[config.mk]
export PLATFORM = sky130hd
export DESIGN_NAME = wlan_security_classifier
export DESIGN_NICKNAME = d
export VERILOG_FILES = /design/src/sv/wsc_pkg.sv /design/src/sv/wsc_apb_regs.sv /design/src/sv/wsc_elem_parser.sv /design/src/sv/wlan_security_classifier.sv
export SDC_FILE = /design/constraint.sdc
export NUM_CORES = 1
export LEC_CHECK = 0
export BUFFER_PORTS_ARGS = -buffer_cell sky130_fd_sc_hd__buf_4
export CORE_MARGIN = 2
export CORE_UTILIZATION = 55
export CTS_CLUSTER_SIZE = 12
export DETAILED_ROUTE_END_ITERATION = 10
export GPL_TIMING_DRIVEN = 0
export PLACE_DENSITY = 0.74
export REMOVE_ABC_BUFFERS = 1
export SLEW_MARGIN = 20
export SYNTH_ARGS = -nofsm -noshare
export SYNTH_HDL_FRONTEND = slang
export SYNTH_SLANG_ARGS = --single-unit
[constraint.sdc]
create_clock -name clk_i -period 11.2 [get_ports clk_i]
set_input_delay 1.12 -clock clk_i [delete_from_list [all_inputs] [get_ports clk_i]]
set_output_delay 1.12 -clock clk_i [all_outputs]
set_load 0.01 [all_outputs]
[src/sv/wsc_pkg.sv]
`timescale 1ns / 1ps
// ----------------------------------------------------------------------------
// wsc_pkg
// shared types and constants of the wlan security classifier
// ----------------------------------------------------------------------------
package wsc_pkg;

  // register map
  localparam int unsigned AddrWidth = 3;
  localparam logic        RegRsnId  = 1'b0;
  localparam logic        RegVndId  = 1'b1;

  localparam logic [7:0] RsnIdReset = 8'd48;
  localparam logic [7:0] VndIdReset = 8'd221;

  // element kinds
  localparam logic [1:0] KindOther = 2'd0;
  localparam logic [1:0] KindRsn   = 2'd1;
  localparam logic [1:0] KindWpa   = 2'd2;

  // akm suite oui match state
  localparam logic [1:0] OuiUnknown = 2'd0;
  localparam logic [1:0] OuiMs      = 2'd1;
  localparam logic [1:0] OuiIeee    = 2'd2;
  localparam logic [1:0] OuiPending = 2'd3;

  // verdict codes
  localparam logic [2:0] ClsNone    = 3'd0;
  localparam logic [2:0] ClsWep     = 3'd1;
  localparam logic [2:0] ClsWpaPsk  = 3'd2;
  localparam logic [2:0] ClsWpa2Psk = 3'd3;
  localparam logic [2:0] ClsWpaEnt  = 3'd4;
  localparam logic [2:0] ClsWpa2Ent = 3'd5;

  // suite list offsets inside an element (counted from the id byte)
  localparam logic [8:0] RsnSuiteOfs = 9'd8;
  localparam logic [8:0] WpaSuiteOfs = 9'd12;

  // oui bytes
  localparam logic [7:0] OuiMsB1   = 8'h50;
  localparam logic [7:0] OuiMsB2   = 8'hf2;
  localparam logic [7:0] OuiIeeeB1 = 8'h0f;
  localparam logic [7:0] OuiIeeeB2 = 8'hac;

  localparam logic [7:0] AkmPsk   = 8'd2;
  localparam logic [7:0] AkmFtPsk = 8'd4;

  typedef struct packed {
    logic       last_byte;
    logic       first_byte;
    logic       privacy_bit;
    logic [7:0] ie_byte;
  } item_t;

  typedef struct packed {
    logic [7:0] rsn_id;
    logic [7:0] vnd_id;
  } cfg_t;

  // wpa header after the length byte: oui 00:50:f2, type 1
  function automatic logic [7:0] wpa_hdr(input logic [1:0] idx);
    logic [7:0] res;
    case (idx)
      2'd0:    res = 8'h00;
      2'd1:    res = 8'h50;
      2'd2:    res = 8'hf2;
      default: res = 8'h01;
    endcase
    return res;
  endfunction

endpackage

[src/sv/wsc_apb_regs.sv]
`timescale 1ns / 1ps
// ----------------------------------------------------------------------------
// wsc_apb_regs
// apb register file holding the two element id registers
// ----------------------------------------------------------------------------
module wsc_apb_regs (
  input  logic                          clk_i,
  input  logic                          rst_ni,
  input  logic                          psel,
  input  logic                          penable,
  input  logic                          pwrite,
  input  logic [wsc_pkg::AddrWidth-1:0] paddr,
  input  logic [31:0]                   pwdata,
  output logic [31:0]                   prdata,
  output logic                          pready,
  output wsc_pkg::cfg_t                 cfg_o
);

  logic [7:0] rsn_id_q, rsn_id_d;
  logic [7:0] vnd_id_q, vnd_id_d;
  logic       wr_en;

  assign pready = 1'b1;
  assign wr_en  = psel & penable & pwrite;

  always_comb begin
    rsn_id_d = rsn_id_q;
    vnd_id_d = vnd_id_q;
    if (wr_en) begin
      unique case (paddr[2])
        wsc_pkg::RegRsnId: rsn_id_d = pwdata[7:0];
        wsc_pkg::RegVndId: vnd_id_d = pwdata[7:0];
        default: ;
      endcase
    end
  end

  always_comb begin
    unique case (paddr[2])
      wsc_pkg::RegRsnId: prdata = {24'h0, rsn_id_q};
      wsc_pkg::RegVndId: prdata = {24'h0, vnd_id_q};
      default:           prdata = 32'h0;
    endcase
  end

  always_ff @(posedge clk_i or negedge rst_ni) begin
    if (!rst_ni) begin
      rsn_id_q <= wsc_pkg::RsnIdReset;
      vnd_id_q <= wsc_pkg::VndIdReset;
    end else begin
      rsn_id_q <= rsn_id_d;
      vnd_id_q <= vnd_id_d;
    end
  end

  assign cfg_o.rsn_id = rsn_id_q;
  assign cfg_o.vnd_id = vnd_id_q;

endmodule

[src/sv/wsc_elem_parser.sv]
`timescale 1ns / 1ps
// ----------------------------------------------------------------------------
// wsc_elem_parser
// element walker: tracks rsn/wpa suite counts and akm selector, keeps verdict
// ----------------------------------------------------------------------------
module wsc_elem_parser (
  input  logic           clk_i,
  input  logic           rst_ni,
  input  logic           fire_i,
  input  wsc_pkg::item_t item_i,
  input  wsc_pkg::cfg_t  cfg_i,
  output logic [2:0]     cls_o
);

  logic [8:0]  pos_q, pos_s, pos_d;
  logic [7:0]  len_q, len_s, len_d;
  logic [1:0]  kind_q, kind_s, kind_d;
  logic [15:0] pw_q, pw_s, pw_d;
  logic [15:0] akm_q, akm_s, akm_d;
  logic [1:0]  oui_q, oui_s, oui_d;
  logic [7:0]  styp_q, styp_s, styp_d;
  logic [2:0]  verd_q, verd_s, verd_d;
  logic        fin;

  logic [7:0]  v;
  logic [8:0]  ofs_p;
  logic [18:0] base, pos_w;

  logic [8:0]  ofs_j, tot, l9;
  logic [18:0] need, akm_need, l_w, r_w;
  logic        ent;

  assign v = item_i.ie_byte;

  // start state: a first byte restarts the record
  always_comb begin
    if (item_i.first_byte) begin
      pos_s  = '0;
      len_s  = '0;
      kind_s = wsc_pkg::KindOther;
      pw_s   = '0;
      akm_s  = '0;
      oui_s  = wsc_pkg::OuiUnknown;
      styp_s = '0;
      verd_s = item_i.privacy_bit ? wsc_pkg::ClsWep : wsc_pkg::ClsNone;
    end else begin
      pos_s  = pos_q;
      len_s  = len_q;
      kind_s = kind_q;
      pw_s   = pw_q;
      akm_s  = akm_q;
      oui_s  = oui_q;
      styp_s = styp_q;
      verd_s = verd_q;
    end
  end

  // byte walk
  always_comb begin
    pos_d  = pos_s;
    len_d  = len_s;
    kind_d = kind_s;
    pw_d   = pw_s;
    akm_d  = akm_s;
    oui_d  = oui_s;
    styp_d = styp_s;
    fin    = 1'b0;
    ofs_p  = wsc_pkg::WpaSuiteOfs;
    pos_w  = {10'b0, pos_s};
    base   = '0;
    if (pos_s == 9'd0) begin
      if (v == cfg_i.rsn_id) begin
        kind_d = wsc_pkg::KindRsn;
      end else if (v == cfg_i.vnd_id) begin
        kind_d = wsc_pkg::KindWpa;
      end else begin
        kind_d = wsc_pkg::KindOther;
      end
      pw_d   = '0;
      akm_d  = '0;
      oui_d  = wsc_pkg::OuiUnknown;
      styp_d = '0;
      pos_d  = 9'd1;
    end else if (pos_s == 9'd1) begin
      len_d = v;
      if (v == 8'd0) begin
        fin = 1'b1;
      end else begin
        pos_d = 9'd2;
      end
    end else begin
      // wpa header check on bytes 2..5
      if (kind_s == wsc_pkg::KindWpa && pos_s <= 9'd5) begin
        if (v != wsc_pkg::wpa_hdr(pos_s[1:0] - 2'd2)) begin
          kind_d = wsc_pkg::KindOther;
        end
      end
      ofs_p = (kind_d == wsc_pkg::KindRsn) ? wsc_pkg::RsnSuiteOfs : wsc_pkg::WpaSuiteOfs;
      base  = {10'b0, ofs_p} + 19'd2 + {1'b0, pw_s, 2'b00};
      if (kind_d != wsc_pkg::KindOther) begin
        if (pos_s == ofs_p) begin
          pw_d = {8'h00, v};
        end else if (pos_s == ofs_p + 9'd1) begin
          pw_d = pw_s | {v, 8'h00};
        end else if (pos_s >= ofs_p + 9'd2) begin
          if (pos_w == base) begin
            akm_d = {8'h00, v};
          end else if (pos_w == base + 19'd1) begin
            akm_d = akm_s | {v, 8'h00};
          end else if (pos_w == base + 19'd2) begin
            oui_d = (v == 8'h00) ? wsc_pkg::OuiPending : wsc_pkg::OuiUnknown;
          end else if (pos_w == base + 19'd3) begin
            if (oui_s == wsc_pkg::OuiPending && v == wsc_pkg::OuiMsB1) begin
              oui_d = wsc_pkg::OuiMs;
            end else if (oui_s == wsc_pkg::OuiPending && v == wsc_pkg::OuiIeeeB1) begin
              oui_d = wsc_pkg::OuiIeee;
            end else begin
              oui_d = wsc_pkg::OuiUnknown;
            end
          end else if (pos_w == base + 19'd4) begin
            if (!((oui_s == wsc_pkg::OuiMs && v == wsc_pkg::OuiMsB2) ||
                  (oui_s == wsc_pkg::OuiIeee && v == wsc_pkg::OuiIeeeB2))) begin
              oui_d = wsc_pkg::OuiUnknown;
            end
          end else if (pos_w == base + 19'd5) begin
            styp_d = v;
          end
        end
      end
      if (pos_s >= {1'b0, len_s} + 9'd1) begin
        fin = 1'b1;
      end else begin
        pos_d = pos_s + 9'd1;
      end
    end
    if (fin) begin
      pos_d = '0;
    end
  end

  // personal / enterprise decision on the updated element state
  always_comb begin
    ofs_j    = (kind_d == wsc_pkg::KindRsn) ? wsc_pkg::RsnSuiteOfs : wsc_pkg::WpaSuiteOfs;
    tot      = {1'b0, len_d} + 9'd2;
    l9       = (tot >= ofs_j) ? tot - ofs_j : 9'd0;
    l_w      = {10'b0, l9};
    need     = 19'd2 + {1'b0, pw_d, 2'b00};
    akm_need = 19'd2 + {1'b0, akm_d, 2'b00};
    r_w      = l_w - need;
    if (need > l_w) begin
      ent = 1'b0;
    end else if (r_w < 19'd2) begin
      ent = 1'b1;
    end else if (akm_need > r_w) begin
      ent = 1'b0;
    end else if (r_w < 19'd6) begin
      ent = 1'b1;
    end else if (oui_d == wsc_pkg::OuiMs) begin
      ent = (styp_d != wsc_pkg::AkmPsk);
    end else if (oui_d == wsc_pkg::OuiIeee) begin
      ent = !(styp_d == wsc_pkg::AkmPsk || styp_d == wsc_pkg::AkmFtPsk);
    end else begin
      ent = 1'b1;
    end
  end

  always_comb begin
    verd_d = verd_s;
    if (fin) begin
      if (kind_d == wsc_pkg::KindRsn) begin
        verd_d = ent ? wsc_pkg::ClsWpa2Ent : wsc_pkg::ClsWpa2Psk;
      end else if (kind_d == wsc_pkg::KindWpa && len_d >= 8'd4) begin
        verd_d = ent ? wsc_pkg::ClsWpaEnt : wsc_pkg::ClsWpaPsk;
      end
    end
  end

  assign cls_o = verd_d;

  always_ff @(posedge clk_i or negedge rst_ni) begin
    if (!rst_ni) begin
      pos_q  <= '0;
      len_q  <= '0;
      kind_q <= wsc_pkg::KindOther;
      pw_q   <= '0;
      akm_q  <= '0;
      oui_q  <= wsc_pkg::OuiUnknown;
      styp_q <= '0;
      verd_q <= wsc_pkg::ClsNone;
    end else if (fire_i) begin
      if (item_i.last_byte) begin
        pos_q  <= '0;
        len_q  <= '0;
        kind_q <= wsc_pkg::KindOther;
        pw_q   <= '0;
        akm_q  <= '0;
        oui_q  <= wsc_pkg::OuiUnknown;
        styp_q <= '0;
        verd_q <= wsc_pkg::ClsNone;
      end else begin
        pos_q  <= pos_d;
        len_q  <= len_d;
        kind_q <= kind_d;
        pw_q   <= pw_d;
        akm_q  <= akm_d;
        oui_q  <= oui_d;
        styp_q <= styp_d;
        verd_q <= verd_d;
      end
    end
  end

endmodule

[src/sv/wlan_security_classifier.sv]
`timescale 1ns / 1ps
// ----------------------------------------------------------------------------
// wlan_security_classifier
// classifies a scanned network as none/wep/wpa/wpa2, personal or enterprise
// ----------------------------------------------------------------------------
// usage:
//   s_axis carries the information-element area one byte per transfer;
//   tuser[0] is the capability privacy bit (sampled on the first byte),
//   tuser[1] marks the first byte of a record and tlast the final byte.
//   m_axis gives one transfer per record, on its last byte, holding the
//   security class in tdata[2:0].
//   a byte is registered on accept and walked from the input register; a
//   last byte's verdict is registered in the output register that drives
//   m_axis. throughput: one byte per cycle while no last byte waits on a
//   full output register; the element walker updates its state in a single
//   pass, which sets the rate.
//   a stalled receiver only holds back a last byte while a verdict is still
//   waiting in the output register; bytes ahead of it keep flowing, then
//   s_axis_tready stays low until the waiting verdict leaves.
//   reset clears the walker, the verdict and both valid flags; the element
//   id registers return to 48 (rsn) and 221 (vendor).
//   the apb port holds the rsn id at 0x0 and the vendor id at 0x4; write
//   them only while no record is in flight.
// ----------------------------------------------------------------------------
module wlan_security_classifier (
  input  logic                          clk_i,
  input  logic                          rst_ni,
  // input byte stream
  input  logic                          s_axis_tvalid,
  output logic                          s_axis_tready,
  input  logic [7:0]                    s_axis_tdata,  // [7:0] ie_byte
  input  logic [1:0]                    s_axis_tuser,  // [0] privacy_bit, [1] first_byte
  input  logic                          s_axis_tlast,  // last_byte
  // verdict stream
  output logic                          m_axis_tvalid,
  input  logic                          m_axis_tready,
  output logic [7:0]                    m_axis_tdata,  // [2:0] security_class, rest zero
  // configuration
  input  logic                          psel,
  input  logic                          penable,
  input  logic                          pwrite,
  input  logic [wsc_pkg::AddrWidth-1:0] paddr,
  input  logic [31:0]                   pwdata,
  output logic [31:0]                   prdata,
  output logic                          pready
);

  wsc_pkg::cfg_t  cfg;
  wsc_pkg::item_t in_q, in_d;
  logic           in_vld_q, in_vld_d;
  logic           out_vld_q, out_vld_d;
  logic [2:0]     out_cls_q, out_cls_d;
  logic           proc_fire;
  logic [2:0]     cls;

  wsc_apb_regs u_regs (
    .clk_i   (clk_i),
    .rst_ni  (rst_ni),
    .psel    (psel),
    .penable (penable),
    .pwrite  (pwrite),
    .paddr   (paddr),
    .pwdata  (pwdata),
    .prdata  (prdata),
    .pready  (pready),
    .cfg_o   (cfg)
  );

  // a held byte is walked unless it is a last byte that finds the output full and not being taken
  assign proc_fire     = in_vld_q & (~in_q.last_byte | ~out_vld_q | m_axis_tready);
  assign s_axis_tready = ~in_vld_q | proc_fire;

  // input register
  always_comb begin
    in_d     = in_q;
    in_vld_d = in_vld_q & ~proc_fire;
    if (s_axis_tvalid && s_axis_tready) begin
      in_d.ie_byte     = s_axis_tdata;
      in_d.privacy_bit = s_axis_tuser[0];
      in_d.first_byte  = s_axis_tuser[1];
      in_d.last_byte   = s_axis_tlast;
      in_vld_d         = 1'b1;
    end
  end

  wsc_elem_parser u_parser (
    .clk_i  (clk_i),
    .rst_ni (rst_ni),
    .fire_i (proc_fire),
    .item_i (in_q),
    .cfg_i  (cfg),
    .cls_o  (cls)
  );

  // result register
  always_comb begin
    out_vld_d = out_vld_q & ~m_axis_tready;
    out_cls_d = out_cls_q;
    if (proc_fire && in_q.last_byte) begin
      out_vld_d = 1'b1;
      out_cls_d = cls;
    end
  end

  always_ff @(posedge clk_i or negedge rst_ni) begin
    if (!rst_ni) begin
      in_vld_q  <= 1'b0;
      out_vld_q <= 1'b0;
    end else begin
      in_vld_q  <= in_vld_d;
      out_vld_q <= out_vld_d;
    end
  end

  // payload registers, no reset
  always_ff @(posedge clk_i) begin
    in_q      <= in_d;
    out_cls_q <= out_cls_d;
  end

  assign m_axis_tvalid = out_vld_q;
  assign m_axis_tdata  = {5'b0, out_cls_q};

endmodule

* Yosys cells after proc, flatten, opt, wreduce, memory -nomap -nowiden
Index checks and enable logic that the tools add are counted.
** Storage, ports and cells
- Logic and storage cells :: 203
- Flip-flop bits (word level) :: 96
- Output and inout bits :: 43
- Bits of input ports :: 53
** Operators by class
- Reduce and logical (&&, ||, !) cells :: 17
- Equal/unequal tests :: 30
- $lt $le $gt $ge :: 9
- Bitwise operators :: 16
- Multiplexer cells :: 97
- Add/sub/neg operators :: 17
** Operators with widths (count)
- 2-to-1 mux 16 bit :: 17
- 2-to-1 mux 8 bit :: 21
- == test 9 x 19 -> 1 bit :: 6
- 2-to-1 mux 9 bit :: 8
- one-hot mux 32 bit (2 select lines) :: 1
- 2-to-1 mux 2 bit :: 27
- adder 19 x 2 -> 19 bit, second input constant :: 2
- adder 19 x 3 -> 19 bit, second input constant :: 2
- adder 2 x 18 -> 19 bit, first input constant :: 2
- OR 16 bit :: 2
- >= comparator 9 bit :: 3
- 2-to-1 mux 3 bit :: 9
- one-hot mux 8 bit (3 select lines) :: 1
- adder 19 x 1 -> 19 bit, second input constant :: 1
- adder 19 x 18 -> 19 bit :: 1
- greater-than comparator 19 bit :: 1
- greater-than comparator 19 x 9 -> 1 bit :: 1
- < comparator 19 x 2 -> 1 bit, second input constant :: 1
- < comparator 19 x 3 -> 1 bit, second input constant :: 1
- subtractor 9 x 19 -> 19 bit :: 1
- adder 9 x 1 -> 9 bit, second input constant :: 2
- == test 9 bit :: 2
- == test 8 bit :: 2
- == test 8 bit, second input constant :: 2
- 29 further kinds :: 70

* Longest topological paths before layout
- Word-level depth :: 44
- Gate-level depth with buffers :: 47

* Hierarchy
A second synthesis with hierarchy kept.
** Second synthesis, totals
- Cell total of the unflattened synthesis :: 1086
- Area total of the unflattened synthesis :: 9090.0 um2
** By module, submodules not included
- wsc_elem_parser :: area an instance 7589.8 um2, cells an instance 986, instances 1
- wsc_apb_regs :: area an instance 932.1 um2, cells an instance 70, instances 1
- wlan_security_classifier :: area an instance 568.0 um2, cells an instance 30, instances 1

* Worst setup path after synthesis
Ideal clock, no wire load.
- Path kind :: register to register
- Start point :: register in_q[9] (netlist bit)
- End point :: register out_cls_q[2] (data pin)
- Period minus slack after synthesis :: 8.872 ns
- Cell stages (with the launch flop) :: 41
- Library setup time :: 0.269 ns
- Buffers on the path :: 8
- Setup slack :: 2.328 ns
- Arrival time :: 8.603 ns
- Path through :: edfxtp_1 > clkbuf_1 > clkbuf_1 > buf_2 > buf_2 > buf_1 > clkbuf_1 > buf_1 > nor2b_1 > inv_1 > ha_1 > nor3b_1 > nand4_1 > mux2i_1 > inv_1 > ha_1 > clkbuf_1 > o41a_1 > [5 not listed] > a21o_1 > a21o_1 > a21o_1 > a221oi_1 > o21ai_0 > nor2_1 > nor2_1 > a21oi_1 > a21oi_1 > ha_1 > nand2_1 > or3_1 > or3_1 > mux2i_1 > mux2_2 > a21oi_1 > a311o_2 > o21ai_0
** On the way
- Word-level cells in the longest chain between the ends :: 43
- Elaborated cells on any way between the ends :: 139
- Classes of those cells :: add/sub (16); order compare (9); eq/ne (24); mux (76); bitwise (2); reduce/logical (12)
** RTL lines
- start, declared :: line wlan_security_classifier.sv:49 : wsc_pkg::item_t in_q, in_d;
- start signal, assigned :: line wlan_security_classifier.sv:117 : in_q <= in_d;
- parallel branches: the longest is 42 deep, another holds subtractor 2 bit
- 2-to-1 mux 3 bit * :: line wsc_elem_parser.sv:169 : if (fin) begin
- via cls[2] :: line wlan_security_classifier.sv:54 : logic [2:0] cls;
- end signal, assigned :: line wlan_security_classifier.sv:118 : out_cls_q <= out_cls_d;
- end, declared :: line wlan_security_classifier.sv:52 : logic [2:0] out_cls_q, out_cls_d;
Mark *: on every way through the listed nets, which the timed path passes. The select of a mux whose other input is x is not followed.
A chain may end at the register's enable or synchronous reset.

* Worst setup path in the final report
Same ends and word-level chain as after synthesis.

==> qor.yml <==
timing.critical_path.arrival_ns: 10.02
power.net_switching_mw: 0.3348
count_of_pins_on_the_block_boundary: 96
flow.area_growth_from_synthesis_pct: 6.597
cell_count_after_synthesis: 1097
die_y_um: 131.3
detail_route.first_pass.iterations: 5
crit_path_max_fanout: 36
status: "completed"
gr-usage-all-layers: 0.2928
post-cts-setup-buffers: 0
dp_hpwl_mm: 18.21
p_per_area_mw_per_mm2: 102.4
port_buffers: 39
cell_internal_pwr_mw: 0.6386
detail_route.wirelength_mm: 25.52
power.share.sequential: 0.418
rr_startpoint: "in_q[9]"
synth.avg_cell_area_um2: 8.125
hold_start: "u_parser.pw_q[0]"
finalSetupViolations: 0
cts_max_level: 3
synthTopCellsByArea: "sky130_fd_sc_hd__dfrtp_1 (21%), sky130_fd_sc_hd__ha_1 (5.9%), sky130_fd_sc_hd__edfxtp_1 (4.7%)"
dieWidth_um: 131.3
setup_slack_ns: 1.257
pin_count_of_the_biggest_net_entering_global_routing: 83
final_hold_viol_count: 0
routed_vias: 8478
globalplace.congestion: 0.9309
first_iter_violations: 958
final.min_clock_period_ns: 9.943
nNetsFinal: 1181
max-vdd-ir-drop_mv: 0.1254
post-place-cells: 1290
clock-sinks: 96
final_common_cell: "sky130_fd_sc_hd__nand2_1"
ys_seq_area_frac: 0.2785
layout-drive-gt1-share: 0.1266
worst-endpoint-required_ns: 11.28
final-max-slew-violation-count: 0
synth-warning-count: 0
synthDistinctLibCells: 90
clock_input_transition_at_the_sequential_cells_of_the_worst_setup_and_hold_paths_ns: 0.07
worstMarginPinSlew_ns: 1.064
n_antenna_cell: 0
unrepaired_setup_endpoints_after_global_routing: "false"
cp_buf_inv_count: 3
fill_cells: 1422
critical-path-max-stage-delay_ns: 0.66
finish.cell_count_without_fillers: 1306
max-cap-violations: 0
route.detailed.wl_per_inst_um: 19.54
portion_of_total_power_attributed_to_the_clock_network: 0.313
synth.ff_latch_count: 96
timing.slew.headroom: 0.2905
first_global_vias: 7803
mostFrequentLayoutCells: "sky130_fd_sc_hd__nand2_1 (97), sky130_fd_sc_hd__nor2_1 (91), sky130_fd_sc_hd__dfrtp_1 (74)"
ctsLongestPathBuffers: 2
global_route_wire_length_before_repair_mm: 40.97
report.power.total_mw: 0.9734
antenna_found_initial: 0
switching_share_of_total_power: 0.3440
synth_top_cell_area_share: 0.2077
power.leakage_nw: 3.905
design.core.area_mm2: 0.01589
syn-cell-area_mm2: 0.008914
crit_slowest_cell: "sky130_fd_sc_hd__a2111oi_0"
synth_top_area_cell: "sky130_fd_sc_hd__dfrtp_1"
ys.flop_type: "sky130_fd_sc_hd__dfrtp_1"
ctsRootBufferMaster: "sky130_fd_sc_hd__clkbuf_16"
via_per_inst: 6.492
initial_cell_density_of_the_core: 0.5611
cts_hold_buffers: 0
maxClockFrequency_ghz: 0.1006
worstSetupStartpoint: "in_q[9]"
share_comb_of_total_power: 0.269
crit_path_end_kind: "flip-flop"
grt.overflow.total: 0
cp_top_family: "simple AND/OR/NAND/NOR gates"
post-route-drc-count: 0
dp_slack_ns: 1.597
number_of_enable_flip_flop_cells_after_synthesis: 14
die_area_mm2: 0.01724
fin_skew_ns: 0.01276
finalCritPeriodShare: 0.8877
post_cts.resized_instances: 0
timing_worst_setup_path_type: "flip-flop to flip-flop"
floorplan.rows: 46
min-delay-path-class: "flip-flop to flip-flop"
clk-insertion-delay-late_ns: 0.36
clock_tree_from_tritoncts: "done"
synth_async_sr_flop_share: 0.8542
cts-buffers-inserted: 9
ant_nets: 0
timing.critical_path.from_type: "flip-flop"
registers in the layout (all words and copies together), names as in the netlist, 8 cells and up:
name             flops
u_regs.vnd_id_q      8
in_q                11
u_parser.styp_q      8
u_regs.rsn_id_q      8
u_parser.akm_q      16
u_parser.pw_q       16
u_parser.len_q       8
u_parser.pos_q       9
Yosys cell counts, types with 15 or more instances:
library cell / instances
sky130_fd_sc_hd__a21o_1: 17
sky130_fd_sc_hd__mux2i_1: 18
sky130_fd_sc_hd__xor2_1: 34
sky130_fd_sc_hd__clkbuf_1: 48
sky130_fd_sc_hd__o21ai_0: 67
sky130_fd_sc_hd__nor3_1: 20
sky130_fd_sc_hd__nand2_1: 98
sky130_fd_sc_hd__buf_4: 31
sky130_fd_sc_hd__mux2_2: 29
sky130_fd_sc_hd__a22o_1: 29
sky130_fd_sc_hd__nor2b_1: 28
sky130_fd_sc_hd__nand3_1: 47
sky130_fd_sc_hd__dfrtp_1: 74
sky130_fd_sc_hd__ha_1: 42
sky130_fd_sc_hd__nand4_1: 18
sky130_fd_sc_hd__nor2_1: 93
sky130_fd_sc_hd__a21oi_1: 55
sky130_fd_sc_hd__a31oi_1: 15
sky130_fd_sc_hd__xnor2_1: 29
sky130_fd_sc_hd__inv_1: 39
sky130_fd_sc_hd__nor4_1: 18
cell type report:
class / count / area, um2 / area share
Inverter: 40 / 151.4 / 0.01593
Clock buffer: 9 / 225.2 / 0.02370
Tap cell: 216 / 270.3 / 0.02844
Multi-Input combinational cell: 893 / 5901 / 0.6210
Sequential cell: 96 / 2482 / 0.2613
Timing Repair Buffer: 45 / 411.6 / 0.04332
Clock inverter: 7 / 60.06 / 0.006321
worst reg2reg max path, delay by kind of cell, from the launching register on:
kind	cells	cell delay, ns
multiplexers	3	0.88
AND/OR/NAND/NOR	14	3.62
adder cells (fa/ha/maj)	4	1.57
flip-flops	1	0.57
buffers and inverters	3	0.70
AO/OA/AOI/OAI	8	2.33
through the flow:
step | cell area, um2 | TNS [ns] | hold slack, ns | utilization
after detailed placement | 9206 | 0 | 0.4668 | 0.5796
after floorplan | 8514 | 0 | 0.4394 | -
final | 9502 | 0 | 0.4803 | 0.5981
after global routing | 9502 | 0 | 0.5175 | 0.5981
after global placement | 9077 | -5.749 | 0.4544 | 0.5714
after CTS | 9492 | 0 | 0.4825 | 0.5975
power by group through the flow:
stage / Clock (mW) / Combinational [mW] / Sequential, mW
6_report: 0.305 / 0.261 / 0.407
5_1_grt: 0.322 / 0.286 / 0.409
4_1_cts: 0.307 / 0.258 / 0.406
3_5_place_dp: 0 / 0.255 / 0.413
3_3_place_gp: 0 / 0.240 / 0.416
2_1_floorplan: 0 / 0.170 / 0.404
worst paths after layout:
check	end	slack, ns	depth (start not counted)
worst min-delay path	u_parser.pw_q[0]	0.48	2
max in group asynchronous	u_parser.len_q[5]	9.86	1
min in group asynchronous	u_regs.rsn_id_q[7]	0.81	1
worst max-delay path	out_cls_q[2]	1.26	32
worst max register to register	out_cls_q[2]	1.26	32
worst min register to register	u_parser.pw_q[0]	0.48	2
logic make-up after synthesis:
group	count (synthesis)	share of synthesized area
simple gates	423	0.2454
compound gates	286	0.2202
buf+inv	136	0.07341
flops	96	0.2785
xor+xnor	63	0.06190
mux	48	0.05853
fa+ha+maj	43	0.06120
other cells	2	0.0008425
per-layer routing:
layer | GRT usage | part of all wire | up-vias
met1 | 0.4050 | 0.43 | 4048
met2 | 0.4661 | 0.45 | 412
met5 | 0 | 0 | -
met3 | 0.04514 | 0.083 | 74
li1 | - | - | 3944
met4 | 0.1069 | 0.033 | 0
No activity file was read; power rests on OpenSTA's default activity.
